`src/hdl/kvsp_pkg.sv`:
```
// Shared types, character codes and slot numbering for the key=value sample line parser.
// No dependencies; imported by every module of the block.
package kvsp_pkg;

    localparam int VALUE_BITS = 32;
    localparam int OUT_BITS   = 32;
    localparam int SLOT_COUNT = 9;
    localparam int SLOT_BITS  = 4;

    localparam logic [7:0] CH_EQ   = 8'h3D; // '='
    localparam logic [7:0] CH_H    = 8'h68; // 'h'
    localparam logic [7:0] CH_O    = 8'h6F; // 'o'
    localparam logic [7:0] CH_M    = 8'h6D; // 'm'
    localparam logic [7:0] CH_X    = 8'h78; // 'x'
    localparam logic [7:0] CH_S    = 8'h73; // 's'
    localparam logic [7:0] CH_A    = 8'h61; // 'a'
    localparam logic [7:0] CH_0    = 8'h30; // '0'
    localparam logic [7:0] CH_5    = 8'h35; // '5'
    localparam logic [7:0] CH_9    = 8'h39; // '9'
    localparam logic [7:0] CH_NL   = 8'h0A; // newline

    localparam logic [SLOT_BITS-1:0] SLOT_SEQ  = SLOT_BITS'(0);
    localparam logic [SLOT_BITS-1:0] SLOT_CH0  = SLOT_BITS'(1);
    localparam logic [SLOT_BITS-1:0] SLOT_TS   = SLOT_BITS'(7);
    localparam logic [SLOT_BITS-1:0] SLOT_TD   = SLOT_BITS'(8);
    localparam logic [SLOT_BITS-1:0] SLOT_LAST = SLOT_BITS'(SLOT_COUNT - 1);

    typedef logic [VALUE_BITS-1:0] t_value;
    typedef logic [SLOT_COUNT-1:0][VALUE_BITS-1:0] t_slots;

    // decoded view of one byte in the context of the previous byte
    typedef struct packed {
        logic                 is_eq;
        logic                 is_acc;
        logic                 is_nl;
        logic                 key_hit;
        logic [SLOT_BITS-1:0] key_slot;
        logic [3:0]           digit;
    } t_dec;

    // low OUT_BITS of a slot value, zero-extended when the slot is narrower
    function automatic logic [OUT_BITS-1:0] to_out(input t_value v);
        logic [OUT_BITS+VALUE_BITS-1:0] ext;
        ext = {{OUT_BITS{1'b0}}, v};
        return ext[OUT_BITS-1:0];
    endfunction

endpackage

```
`src/hdl/key_value_sample_line_parser_core.sv`:
```
// Key=value sample line parser top level: input register, parser state, result register.
// Depends on kvsp_pkg, kvsp_decode and kvsp_slots.
//
// Usage:
//   Input channel i_valid/o_ready carries one ASCII byte per item on i_byte_in.
//   Output channel o_valid/i_ready carries one result per newline byte: the nine
//   slot values (sequence number, channels 0-5, timestamp, time delta).
//   '=' picks a slot from the byte before it and clears it; digits not following
//   'h' accumulate as value*10+digit, wrapping at 2^32; other bytes only move on.
//   Throughput: one byte per cycle while o_ready is high. A newline passes
//   through the input register, then its result is held in the result register.
//   Reset (synchronous, active low) clears the previous byte, the slot select,
//   all slot values and both valid flags.
//   Receiver stall: while a result waits, bytes other than newline keep flowing;
//   a second newline waits in the input register, and o_ready drops until the
//   pending result is taken.
module key_value_sample_line_parser_core
    import kvsp_pkg::*;
(
    input  logic                i_clk,
    input  logic                i_rst_n,
    input  logic                i_valid,
    output logic                o_ready,
    input  logic [7:0]          i_byte_in,
    output logic                o_valid,
    input  logic                i_ready,
    output logic [OUT_BITS-1:0] o_seq_number,
    output logic [OUT_BITS-1:0] o_chan0,
    output logic [OUT_BITS-1:0] o_chan1,
    output logic [OUT_BITS-1:0] o_chan2,
    output logic [OUT_BITS-1:0] o_chan3,
    output logic [OUT_BITS-1:0] o_chan4,
    output logic [OUT_BITS-1:0] o_chan5,
    output logic [OUT_BITS-1:0] o_time_stamp,
    output logic [OUT_BITS-1:0] o_time_delta
);

    logic       r_in_valid;
    logic [7:0] r_byte;
    logic       r_out_valid;
    logic [SLOT_COUNT-1:0][OUT_BITS-1:0] r_out;

    t_dec       dec;
    logic [7:0] prev;
    t_slots     slots;
    logic       stall, advance, emit;

    kvsp_decode u_decode (
        .i_byte (r_byte),
        .i_prev (prev),
        .o_dec  (dec)
    );

    assign stall   = r_in_valid && dec.is_nl && r_out_valid && !i_ready;
    assign advance = !stall;
    assign emit    = r_in_valid && advance && dec.is_nl;
    assign o_ready = advance;

    kvsp_slots u_slots (
        .i_clk   (i_clk),
        .i_rst_n (i_rst_n),
        .i_en    (r_in_valid && advance),
        .i_byte  (r_byte),
        .i_dec   (dec),
        .o_prev  (prev),
        .o_slots (slots)
    );

    always_ff @(posedge i_clk) begin
        if (!i_rst_n) begin
            r_in_valid  <= 1'b0;
            r_out_valid <= 1'b0;
        end else begin
            if (advance) begin
                r_in_valid <= i_valid;
            end
            if (emit) begin
                r_out_valid <= 1'b1;
            end else if (i_ready) begin
                r_out_valid <= 1'b0;
            end
        end
    end

    always_ff @(posedge i_clk) begin
        if (advance && i_valid) begin
            r_byte <= i_byte_in;
        end
        if (emit) begin
            for (int i = 0; i < SLOT_COUNT; i++) begin
                r_out[i] <= to_out(slots[i]);
            end
        end
    end

    assign o_valid      = r_out_valid;
    assign o_seq_number = r_out[0];
    assign o_chan0      = r_out[1];
    assign o_chan1      = r_out[2];
    assign o_chan2      = r_out[3];
    assign o_chan3      = r_out[4];
    assign o_chan4      = r_out[5];
    assign o_chan5      = r_out[6];
    assign o_time_stamp = r_out[7];
    assign o_time_delta = r_out[8];

`ifndef SYNTHESIS
    // input side only blocks behind a pending, untaken result
    a_ready_low: assert property (@(posedge i_clk) disable iff (!i_rst_n)
        !o_ready |-> (o_valid && !i_ready))
        else $error("o_ready low without a stalled result");

    // a held byte stays put
    a_hold_byte: assert property (@(posedge i_clk) disable iff (!i_rst_n)
        (r_in_valid && !advance) |=> (r_in_valid && $stable(r_byte)))
        else $error("stalled byte lost or changed");

    // a new result only follows a newline leaving the input register
    a_emit_src: assert property (@(posedge i_clk) disable iff (!i_rst_n)
        (o_valid && !$past(o_valid && !i_ready)) |->
            $past(r_in_valid && (r_byte == CH_NL)))
        else $error("result without a newline");
`endif

endmodule

```
`src/hdl/kvsp_decode.sv`:
```
// Byte classifier: '=', counted digit, newline, and the slot picked by a key byte.
// Depends on kvsp_pkg.
module kvsp_decode
    import kvsp_pkg::*;
(
    input  logic [7:0] i_byte,
    input  logic [7:0] i_prev,
    output t_dec       o_dec
);

    always_comb begin
        o_dec          = '0;
        o_dec.digit    = i_byte[3:0];
        o_dec.is_eq    = (i_byte == CH_EQ);
        o_dec.is_acc   = !o_dec.is_eq && (i_byte inside {[CH_0:CH_9]}) && (i_prev != CH_H);
        o_dec.is_nl    = (i_byte == CH_NL);
        o_dec.key_hit  = 1'b1;
        o_dec.key_slot = SLOT_SEQ;
        if (i_prev inside {CH_O, CH_M, CH_X}) begin
            o_dec.key_slot = SLOT_SEQ;
        end else if (i_prev inside {[CH_0:CH_5]}) begin
            o_dec.key_slot = SLOT_BITS'(i_prev[3:0]) + SLOT_CH0;
        end else if (i_prev == CH_S) begin
            o_dec.key_slot = SLOT_TS;
        end else if (i_prev == CH_A) begin
            o_dec.key_slot = SLOT_TD;
        end else begin
            o_dec.key_hit  = 1'b0;
        end
    end

endmodule

```
`src/hdl/kvsp_slots.sv`:
```
// Parser state: previous byte, current slot and the nine slot accumulators.
// Depends on kvsp_pkg; driven by the decode of kvsp_decode.
module kvsp_slots
    import kvsp_pkg::*;
(
    input  logic       i_clk,
    input  logic       i_rst_n,
    input  logic       i_en,
    input  logic [7:0] i_byte,
    input  t_dec       i_dec,
    output logic [7:0] o_prev,
    output t_slots     o_slots
);

    logic [7:0]           r_prev, n_prev;
    logic [SLOT_BITS-1:0] r_sel, n_sel;
    t_slots               r_slots, n_slots;
    logic [SLOT_BITS-1:0] cur_slot, clr_slot;
    t_value               acc;

    always_comb begin
        cur_slot = (r_sel > SLOT_LAST) ? SLOT_SEQ : r_sel;
        n_sel    = (i_dec.is_eq && i_dec.key_hit) ? i_dec.key_slot : r_sel;
        clr_slot = (n_sel > SLOT_LAST) ? SLOT_SEQ : n_sel;
        // value*10 + digit as two shifts and adds
        acc      = (r_slots[cur_slot] << 3) + (r_slots[cur_slot] << 1)
                   + t_value'(i_dec.digit);
        n_prev   = i_byte;
        n_slots  = r_slots;
        for (int i = 0; i < SLOT_COUNT; i++) begin
            if (i_dec.is_eq && (clr_slot == SLOT_BITS'(i))) begin
                n_slots[i] = '0;
            end else if (i_dec.is_acc && (cur_slot == SLOT_BITS'(i))) begin
                n_slots[i] = acc;
            end
        end
    end

    always_ff @(posedge i_clk) begin
        if (!i_rst_n) begin
            r_prev  <= '0;
            r_sel   <= '0;
            r_slots <= '0;
        end else if (i_en) begin
            r_prev  <= n_prev;
            r_sel   <= n_sel;
            r_slots <= n_slots;
        end
    end

    assign o_prev  = r_prev;
    assign o_slots = r_slots;

endmodule
```
`config.mk`:
```
export PLATFORM = sky130hd
export DESIGN_NAME = key_value_sample_line_parser_core
export DESIGN_NICKNAME = d
export VERILOG_FILES = /design/src/hdl/kvsp_pkg.sv /design/src/hdl/key_value_sample_line_parser_core.sv /design/src/hdl/kvsp_decode.sv /design/src/hdl/kvsp_slots.sv
export SDC_FILE = /design/constraint.sdc
export NUM_CORES = 1
export LEC_CHECK = 0
export ABC_CLOCK_PERIOD_IN_PS = 20200
export BUFFER_PORTS_ARGS = -buffer_cell sky130_fd_sc_hd__buf_2
export CORE_UTILIZATION = 43
export CTS_CLUSTER_DIAMETER = 100
export DETAILED_ROUTE_END_ITERATION = 6
export PLACE_DENSITY = 0.69
export SKIP_CTS_REPAIR_TIMING = 1
export SYNTH_ARGS = -nofsm -noshare
export SYNTH_HDL_FRONTEND = slang
export SYNTH_SLANG_ARGS = --single-unit
```
`constraint.sdc`:
```
create_clock -name i_clk -period 20.2 [get_ports i_clk]
set_input_delay 1.01 -clock i_clk [delete_from_list [all_inputs] [get_ports i_clk]]
set_output_delay 1.01 -clock i_clk [all_outputs]
set_load 0.005 [all_outputs]
```
==> results.txt, run 1 <==
Status = finished with violations
Failing checks = DRC
Class of the worst hold path = flip-flop to flip-flop
Vias per std cell = 5.941
Post-DP Area = 0.02709 mm²
Int Pwr = 1.975 mW
Worst reg-to-reg setup slack = 13,250 ps
Ys async rst share = 0%
Layout Nets = 2,587
Vert. Die Dim = 242.7 µm
Core Region = 0.05682 mm²
Final ANT Viol Nets = 0
Yosys reg bits = 598
Worst-Skew Late Latency = 630 ps
Setup crit end kind = flip-flop
FILL cells = 4,978
Final Cell Area = 0.02917 mm²
Layout area overhead = 17.12%
Placed insts = 3,207
Root buffer cell = clkbuf_16
Fmax achieved = 143.9 MHz
Die W = 242.7 µm
DRC violations left = 1
Clock network power share = 46.3%
Kind of critical path = flip-flop to flip-flop
Netlist cell types = 80
DRT iter0 DRCs = 2,154
Number of global-route vias before repair = 18,460
Clk sink count = 598
Hold Vio Cnt, Final = 0
CTS tree = built
Post-layout util = 51.33%
CTS Buffer Depth = 3
Tcrit/Tclk final = 34.40%
Tightest Pin Transition = 1191 ps
Leakage power = 10.35 nW
Combinational share of power = 3.0%
RSZ-0062 raised after global routing = false
First-pass GRT wire length = 115,500 µm
Routed wire per std cell = 23.41 µm
Max Cap Viol = 0
Initial antenna violation count = 1
Pre-antenna DRT Iters = 7
Detail Placement HPWL = 53,870 µm
Yosys Warn Count = 0
Syn_area_per_cell = 10.94 µm²
Critical path peak fanout = 37
Share of cells above drive strength 1 = 21.12%
Fin crit period = 6948 ps
Overflow after GRT = 0
Post-synthesis cell area = 0.02491 mm²
R2R depth = 18
Worst VDD drop = 0.06577 mV
Num CTS Buffers = 58
# diodes = 0
Most frequent cells in the layout = a21oi_1, buf_2, dfxtp_1, edfxtp_1, nand2_1
Routability cong. = 0.9446
Syn Inst Count = 2,277
Largest net degree at the start of global routing = 96
Finished Layout Cells = 3,317
P per Cell Area = 86.07 mW/mm²
Via count = 19,710
Die area = 0.05889 mm²
Finish-stage setup viols = 0
Slew margin rel. = 20.05%
TNS Setup = 0 ps
Syn_nets = 2,353
Row count = 87
Starting density of the core = 43.83%
Pwr Total = 2.511 mW
Crit path launch type = flip-flop
H-tree levels = 2
Required time of the critical path = 20,720 ps
Final Max Slew Viols = 0
Flop pwr share = 50.7%
Clk_skew = 37.64 ps
Ys flop type = dfxtp_1
Top-level port count = 302
Port bufs = 301
Gr usage total = 25.61%
Number of enable flip-flop cells after synthesis = 296
Worst Hold Depth = 0
Switching pwr = 0.5355 mW
DRT Wirelength = 77,650 µm
Crit path DAT = 7470 ps
Switching share of total power = 21.33%
Seq/Total Area, Yosys = 59.96%
Clock-pin slew on the worst setup and hold paths = 70 ps
Commonest non-fill, non-tap cell in the layout = a21oi_1
==> critical path: stages (launching register included) <==
cell	delay, ps
dfxtp_2	1030
buf_4	590
nand2b_1	670
o221ai_1	250
a21o_1	220
nand3_1	100
inv_1	70
fa_1	560
inv_1	60
ha_1	300
a211oi_1	230
nor2_1	90
o21ai_0	470
a21oi_1	270
a21oi_1	520
nor2_1	80
nor3_1	930
nand3_1	180
a21oi_1	210
==> state kept, by name (all words and copies together), names as in the netlist, 32 cells and up <==
register	count
o_chan5	32
u_slots.o_slots	288
o_chan1	32
o_time_delta	32
o_chan0	32
o_chan3	32
o_chan4	32
o_time_stamp	32
o_seq_number	32
o_chan2	32
==> worst paths after layout <==
kind,from,endpoint
worst max register to register,u_slots.r_sel[1],u_slots.o_slots[155]
worst min register to register,u_slots.o_slots[255],o_time_stamp[31]
worst min-delay path,u_slots.o_slots[255],o_time_stamp[31]
worst max-delay path,u_slots.r_sel[1],u_slots.o_slots[155]
==> per-stage QoR <==
step,setup slack [ps],hold WS [ps]
3_5_place_dp,13520,418.6
5_1_grt,12920,455.7
4_1_cts,13430,434.2
3_3_place_gp,13760,422.5
2_1_floorplan,5461,407.9
6_report,13250,432.6
==> final cells by class <==
type,count,area (µm²),share of cell area (%)
Sequential cell,598,14940,51.22
Multi-Input combinational cell,1483,9285,31.83
Timing Repair Buffer,341,1807,6.194
Clock buffer,68,1573,5.392
Tap cell,756,945.9,3.243
Clock inverter,42,505.5,1.733
Inverter,29,113.9,0.3903
==> logic make-up after synthesis <==
logic type | share of synthesized area [%]
buffers and inverters | 3.110
AND/OR/NAND/NOR | 14.48
XOR/XNOR | 0.9997
adder cells (fa/ha/maj) | 3.275
multiplexers | 5.104
AO/OA/AOI/OAI | 13.07
flip-flops | 59.96
==> synthesized netlist by cell type (4+ instances only) <==
master	instances	share of area (%)
a21oi_2	4	0.14
nand2b_1	27	0.68
xnor2_1	17	0.60
and3_1	13	0.33
edfxtp_1	296	36
nor4b_1	4	0.14
or3_1	25	0.63
nor3_1	30	0.60
inv_1	28	0.42
nor4_1	14	0.35
a22oi_1	7	0.21
nor3b_1	10	0.30
a211oi_1	20	0.60
o221ai_1	16	0.56
mux2_2	34	1.5
mux4_2	31	2.8
nand2_1	253	3.8
a21oi_1	333	6.7
a21o_1	18	0.54
nor2_1	91	1.4
a221o_1	8	0.32
clkbuf_1	135	2.0
buf_1	12	0.18
ha_1	62	3.1
a31oi_1	10	0.25
nor2b_1	21	0.53
o21a_1	4	0.12
xor2_1	7	0.25
buf_2	15	0.30
nand3b_1	11	0.33
a22o_1	5	0.18
or2_2	6	0.15
and2_1	4	0.10
o22ai_1	27	0.68
nand4_1	8	0.20
nand3_1	227	4.6
o21ai_0	64	1.3
mux2i_1	19	0.76
dfxtp_1	302	24
==> per-layer routing <==
layer | vias to the layer above | global-route usage (%) | wire (µm)
li1 | 8837 | - | -
met1 | 9604 | 37.51 | 33650
met2 | 1132 | 38.23 | 34430
met3 | 134 | 5.064 | 7590
met4 | 0 | 7.584 | 1982
met5 | - | 0 | 0
==> power by group through the flow <==
| stage | Clock [mW] | Combinational, mW | Sequential [mW] |
|---|---|---|---|
| CTS | 1.18 | 0.0741 | 1.27 |
| finish | 1.16 | 0.0759 | 1.27 |
| global route | 1.22 | 0.0802 | 1.27 |
| detailed placement | 0 | 0.0738 | 1.30 |
| global placement | 0 | 0.0729 | 1.30 |
| floorplan | 0 | 0.0528 | 1.29 |
(Power assumes the default switching activity.)
==> run 2, diff against run 1 <==
--- a/config.mk
+++ b/config.mk
@@ -5,7 +5,8 @@
 export SDC_FILE = /design/constraint.sdc
 export NUM_CORES = 1
 export LEC_CHECK = 0
-export ABC_CLOCK_PERIOD_IN_PS = 20200
+export ABC_AREA = 1
+export ABC_CLOCK_PERIOD_IN_PS = 6500
 export BUFFER_PORTS_ARGS = -buffer_cell sky130_fd_sc_hd__buf_2
 export CORE_UTILIZATION = 43
 export CTS_CLUSTER_DIAMETER = 100
==> constraint.sdc (replaced) <==
create_clock -name i_clk -period 6.5 [get_ports i_clk]
set_input_delay 0.325 -clock i_clk [delete_from_list [all_inputs] [get_ports i_clk]]
set_output_delay 0.325 -clock i_clk [all_outputs]
set_load 0.005 [all_outputs]
==> run 2 against run 1 <==
Net effect:
- the run still ends with DRC left
- flip-flop and latch count unchanged
- die area decreased by 1.3%
- sequential share of layout area increased by 0.73 points
- sequential power increased to 3.1 times the previous value
- count of clock-buffer cells in the layout increased by 20
- critical path depth unchanged
- area after synthesis decreased by 1.3%
- worst setup slack got worse by 13000 ps
- non-clock buffer count increased by 24
- combinational power increased to 14 times the previous value
- final cell count increased by 6.9%
- critical path type unchanged
- largest cell class unchanged
==> results.txt, run 2 <==
Kind of critical path = flip-flop to flip-flop
Clk sink count = 598 (unchanged)
Fin crit period = 5940 ps (-1008 ps)
# diodes = 0 (unchanged)
DRT iter0 DRCs = 2,624 (+22%)
Syn_nets = 2,558 (+8.7%)
Most frequent cells in the layout = nand2_1, a21oi_1, dfxtp_1, buf_2, edfxtp_1
TNS Setup = 0 ps (unchanged)
Overflow after GRT = 0 (unchanged)
Die W = 241.1 µm (-0.65%)
H-tree levels = 2 (unchanged)
Flop pwr share = 47.6% (-3.1 points)
Seq/Total Area, Yosys = 60.75% (+0.79 points)
Post-synth top area cell = edfxtp_1
Worst-Skew Late Latency = 630 ps (about the same)
First-pass GRT wire length = 124,100 µm (+7.4%)
Class of the worst hold path = input port to flip-flop
Pre-antenna DRT Iters = 7 (unchanged)
Crit path launch type = flip-flop
Required time of the critical path = 7050 ps (-13,670 ps)
Leakage power = 10.47 nW (+1.1%)
Layout Nets = 2,814 (+8.8%)
Gr usage total = 28.74% (+3.1 points)
Worst VDD drop = 0.2143 mV (+230%)
Initial antenna violation count = 2 (+1)
Syn Inst Count = 2,482 (+9.0%)
Num CTS Buffers = 59 (+1.7%)
Ys flop type = dfxtp_1
Setup crit end kind = flip-flop
Max Cap Viol = 0 (unchanged)
Hold Vio Cnt, Final = 0 (unchanged)
Netlist cell types = 47 (-41%)
Share of cells above drive strength 1 = 17.21% (-3.9 points)
Routed wire per std cell = 24.19 µm (+3.3%)
Port bufs = 301 (unchanged)
Starting density of the core = 43.60% (-0.24 points)
Switching share of total power = 27.48% (+6.1 points)
Status = finished with violations
Commonest non-fill, non-tap cell in the layout = nand2_1
Critical path peak fanout = 22 (-41%)
CTS Buffer Depth = 3 (unchanged)
Die area = 0.05813 mm² (-1.3%)
CTS tree = built
Post-synthesis cell area = 0.02458 mm² (-1.3%)
Core Region = 0.05639 mm² (-0.77%)
DRC violations left = 1 (unchanged)
Number of global-route vias before repair = 19,400 (+5.1%)
Top-level port count = 302 (unchanged)
Crit path DAT = 6490 ps (-980 ps)
Clk_skew = 16.55 ps (-21.09 ps)
Failing checks = DRC
Via count = 20,970 (+6.4%)
Crit-path cells = inv_1 > nor2_1 > nand2_2 > buf_4 > o22ai_1 > nor3_1 > a21oi_1 > o31ai_1 > ha_1 > ha_1 > nand2_1 > nor2_1 > nand2_1 > o21ai_0 > a21oi_1 > xor2_1 > nand4_1 > a21oi_1
Vias per std cell = 5.916 (-0.43%)
Detail Placement HPWL = 59,120 µm (+9.7%)
Max FFs per register = 288 (unchanged)
Number of enable flip-flop cells after synthesis = 296 (unchanged)
Post-synthesis xor/xnor area fraction = 0.8551% (-0.14 points)
FILL cells = 5,087 (+2.2%)
Top cells by area, synth = edfxtp_1, dfxtp_1, nand2_1
Fmax achieved = 168.3 MHz (+17%)
Cell mode on critical path = a21oi_1
Row count = 87 (unchanged)
Clock-pin slew on the worst setup and hold paths = 70 ps (about the same)
Vert. Die Dim = 241.1 µm (-0.65%)
Tightest Pin Transition = 1228 ps (+37.03 ps)
Root buffer cell = clkbuf_16
Ys async rst share = 0% (unchanged)
Most frequent cell after synthesis = nand2_1
Syn_area_per_cell = 9.904 µm² (-9.5%)
Final ANT Viol Nets = 0 (unchanged)
Slew margin rel. = 18.06% (-2.0 points)
Clock network power share = 39.7% (-6.6 points)
Hold Slack = 23.52 ps (-409.1 ps)
Switching pwr = 2.283 mW (+330%)
Yosys reg bits = 598 (unchanged)
Setup ws final = 559.5 ps (-12,690 ps)
Synth Area in Adders = 3.319% (+0.043 points)
Largest net degree at the start of global routing = 158 (+65%)
DRT Wirelength = 85,760 µm (+10%)
Slowest CP cell = xor2_1
Finish-stage setup viols = 0 (unchanged)
Layout area overhead = 16.95%
P per Cell Area = 289.0 mW/mm² (+240%)
Yosys top cell area share = 36.16% (+0.47 points)
Tcrit/Tclk final = 91.39% (+57 points)
CP peak stage delay = 910 ps (-120 ps)
Combinational share of power = 12.7% (+9.7 points)
Post-synthesis mux area share = 0% (-5.1 points)
Int Pwr = 6.026 mW (+210%)
Simple-gate share of the synthesized area = 17.90% (+3.4 points)
Dpl ws = 779.2 ps (-12,740 ps)
Final Max Slew Viols = 0 (unchanged)
Synth top cells by count = nand2_1, a21oi_1, dfxtp_1, edfxtp_1, nand4_1
Post-synthesis compound-gate area fraction = 12.43% (-0.64 points)
RSZ-0062 raised after global routing = false
Largest family of logic cells by synthesized area = simple AND/OR/NAND/NOR gates
Routability cong. = 0.9428 (-0.19%)
Yosys Warn Count = 0 (unchanged)
[run 2: power groups by stage]
| stage | Sequential (mW) | Combinational [mW] | Clock, mW |
|---|---|---|---|
| 2_1_floorplan | 4.03 | 0.548 | 0 |
| 3_5_place_dp | 4.04 | 1.01 | 0 |
| 3_3_place_gp | 4.04 | 1.00 | 0 |
| 4_1_cts | 3.96 | 1.01 | 3.33 |
| 6_report | 3.96 | 1.06 | 3.30 |
| 5_1_grt | 3.96 | 1.10 | 3.47 |
[run 2: critical path, delay by kind of cell, from the launching register on]
family                   cells  cell delay [ps]
AO/OA/AOI/OAI                6             1730
adder cells (fa/ha/maj)      2              690
flip-flops                   1              400
buffers and inverters        2              510
XOR/XNOR                     1              910
AND/OR/NAND/NOR              7             1600
[run 2: area by class of cell]
type / instances / area [µm²] / share of cell area [%]
Tap cell: 756 / 945.9 / 3.290
Timing Repair Buffer: 365 / 2059 / 7.163
Clock inverter: 24 / 192.7 / 0.6702
Inverter: 99 / 379.1 / 1.319
Multi-Input combinational cell: 1615 / 8591 / 29.88
Sequential cell: 598 / 14930 / 51.95
Clock buffer: 88 / 1648 / 5.732
[run 2: routing by layer]
metal  GRT usage [%]  part of all wire [%]
met2           43.32                    45
met5               0                 0.027
met3           6.268                    11
met1           40.16                    41
met4           11.37                   3.9
[run 2: worst paths after layout]
| check | from | to | slack, ps | cells after the start |
|---|---|---|---|---|
| hold reg to reg | u_slots.o_slots[159] | o_chan3[31] | 440 | 0 |
| hold / removal | i_ready | o_valid | 20 | 4 |
| setup reg to reg | u_slots.r_sel[0] | u_slots.o_slots[211] | 560 | 18 |
| setup / recovery | u_slots.r_sel[0] | u_slots.o_slots[211] | 560 | 18 |
[run 2: logic make-up (layout without fill, tap and decap cells)]
family                     after synthesis  in the layout
AOI/OAI and AO/OA                      555            555
xor gates and xnor gates                24             24
adders and majority gates               64             64
buffers and inverters                  269            576
DFF                                    598            598
and+or+nand+nor                        972            972
[run 2: metrics by stage]
step                util [%]  total power, mW  cells  cell area [µm²]
floorplan                  -            4.576   2482            24590
global placement       47.56            5.039   3424            26820
detailed placement     47.56            5.049   3424            26820
CTS                    50.83            8.297   3536            28660
global route           50.99            8.534   3545            28750
finish                 50.99            8.310   3545            28750
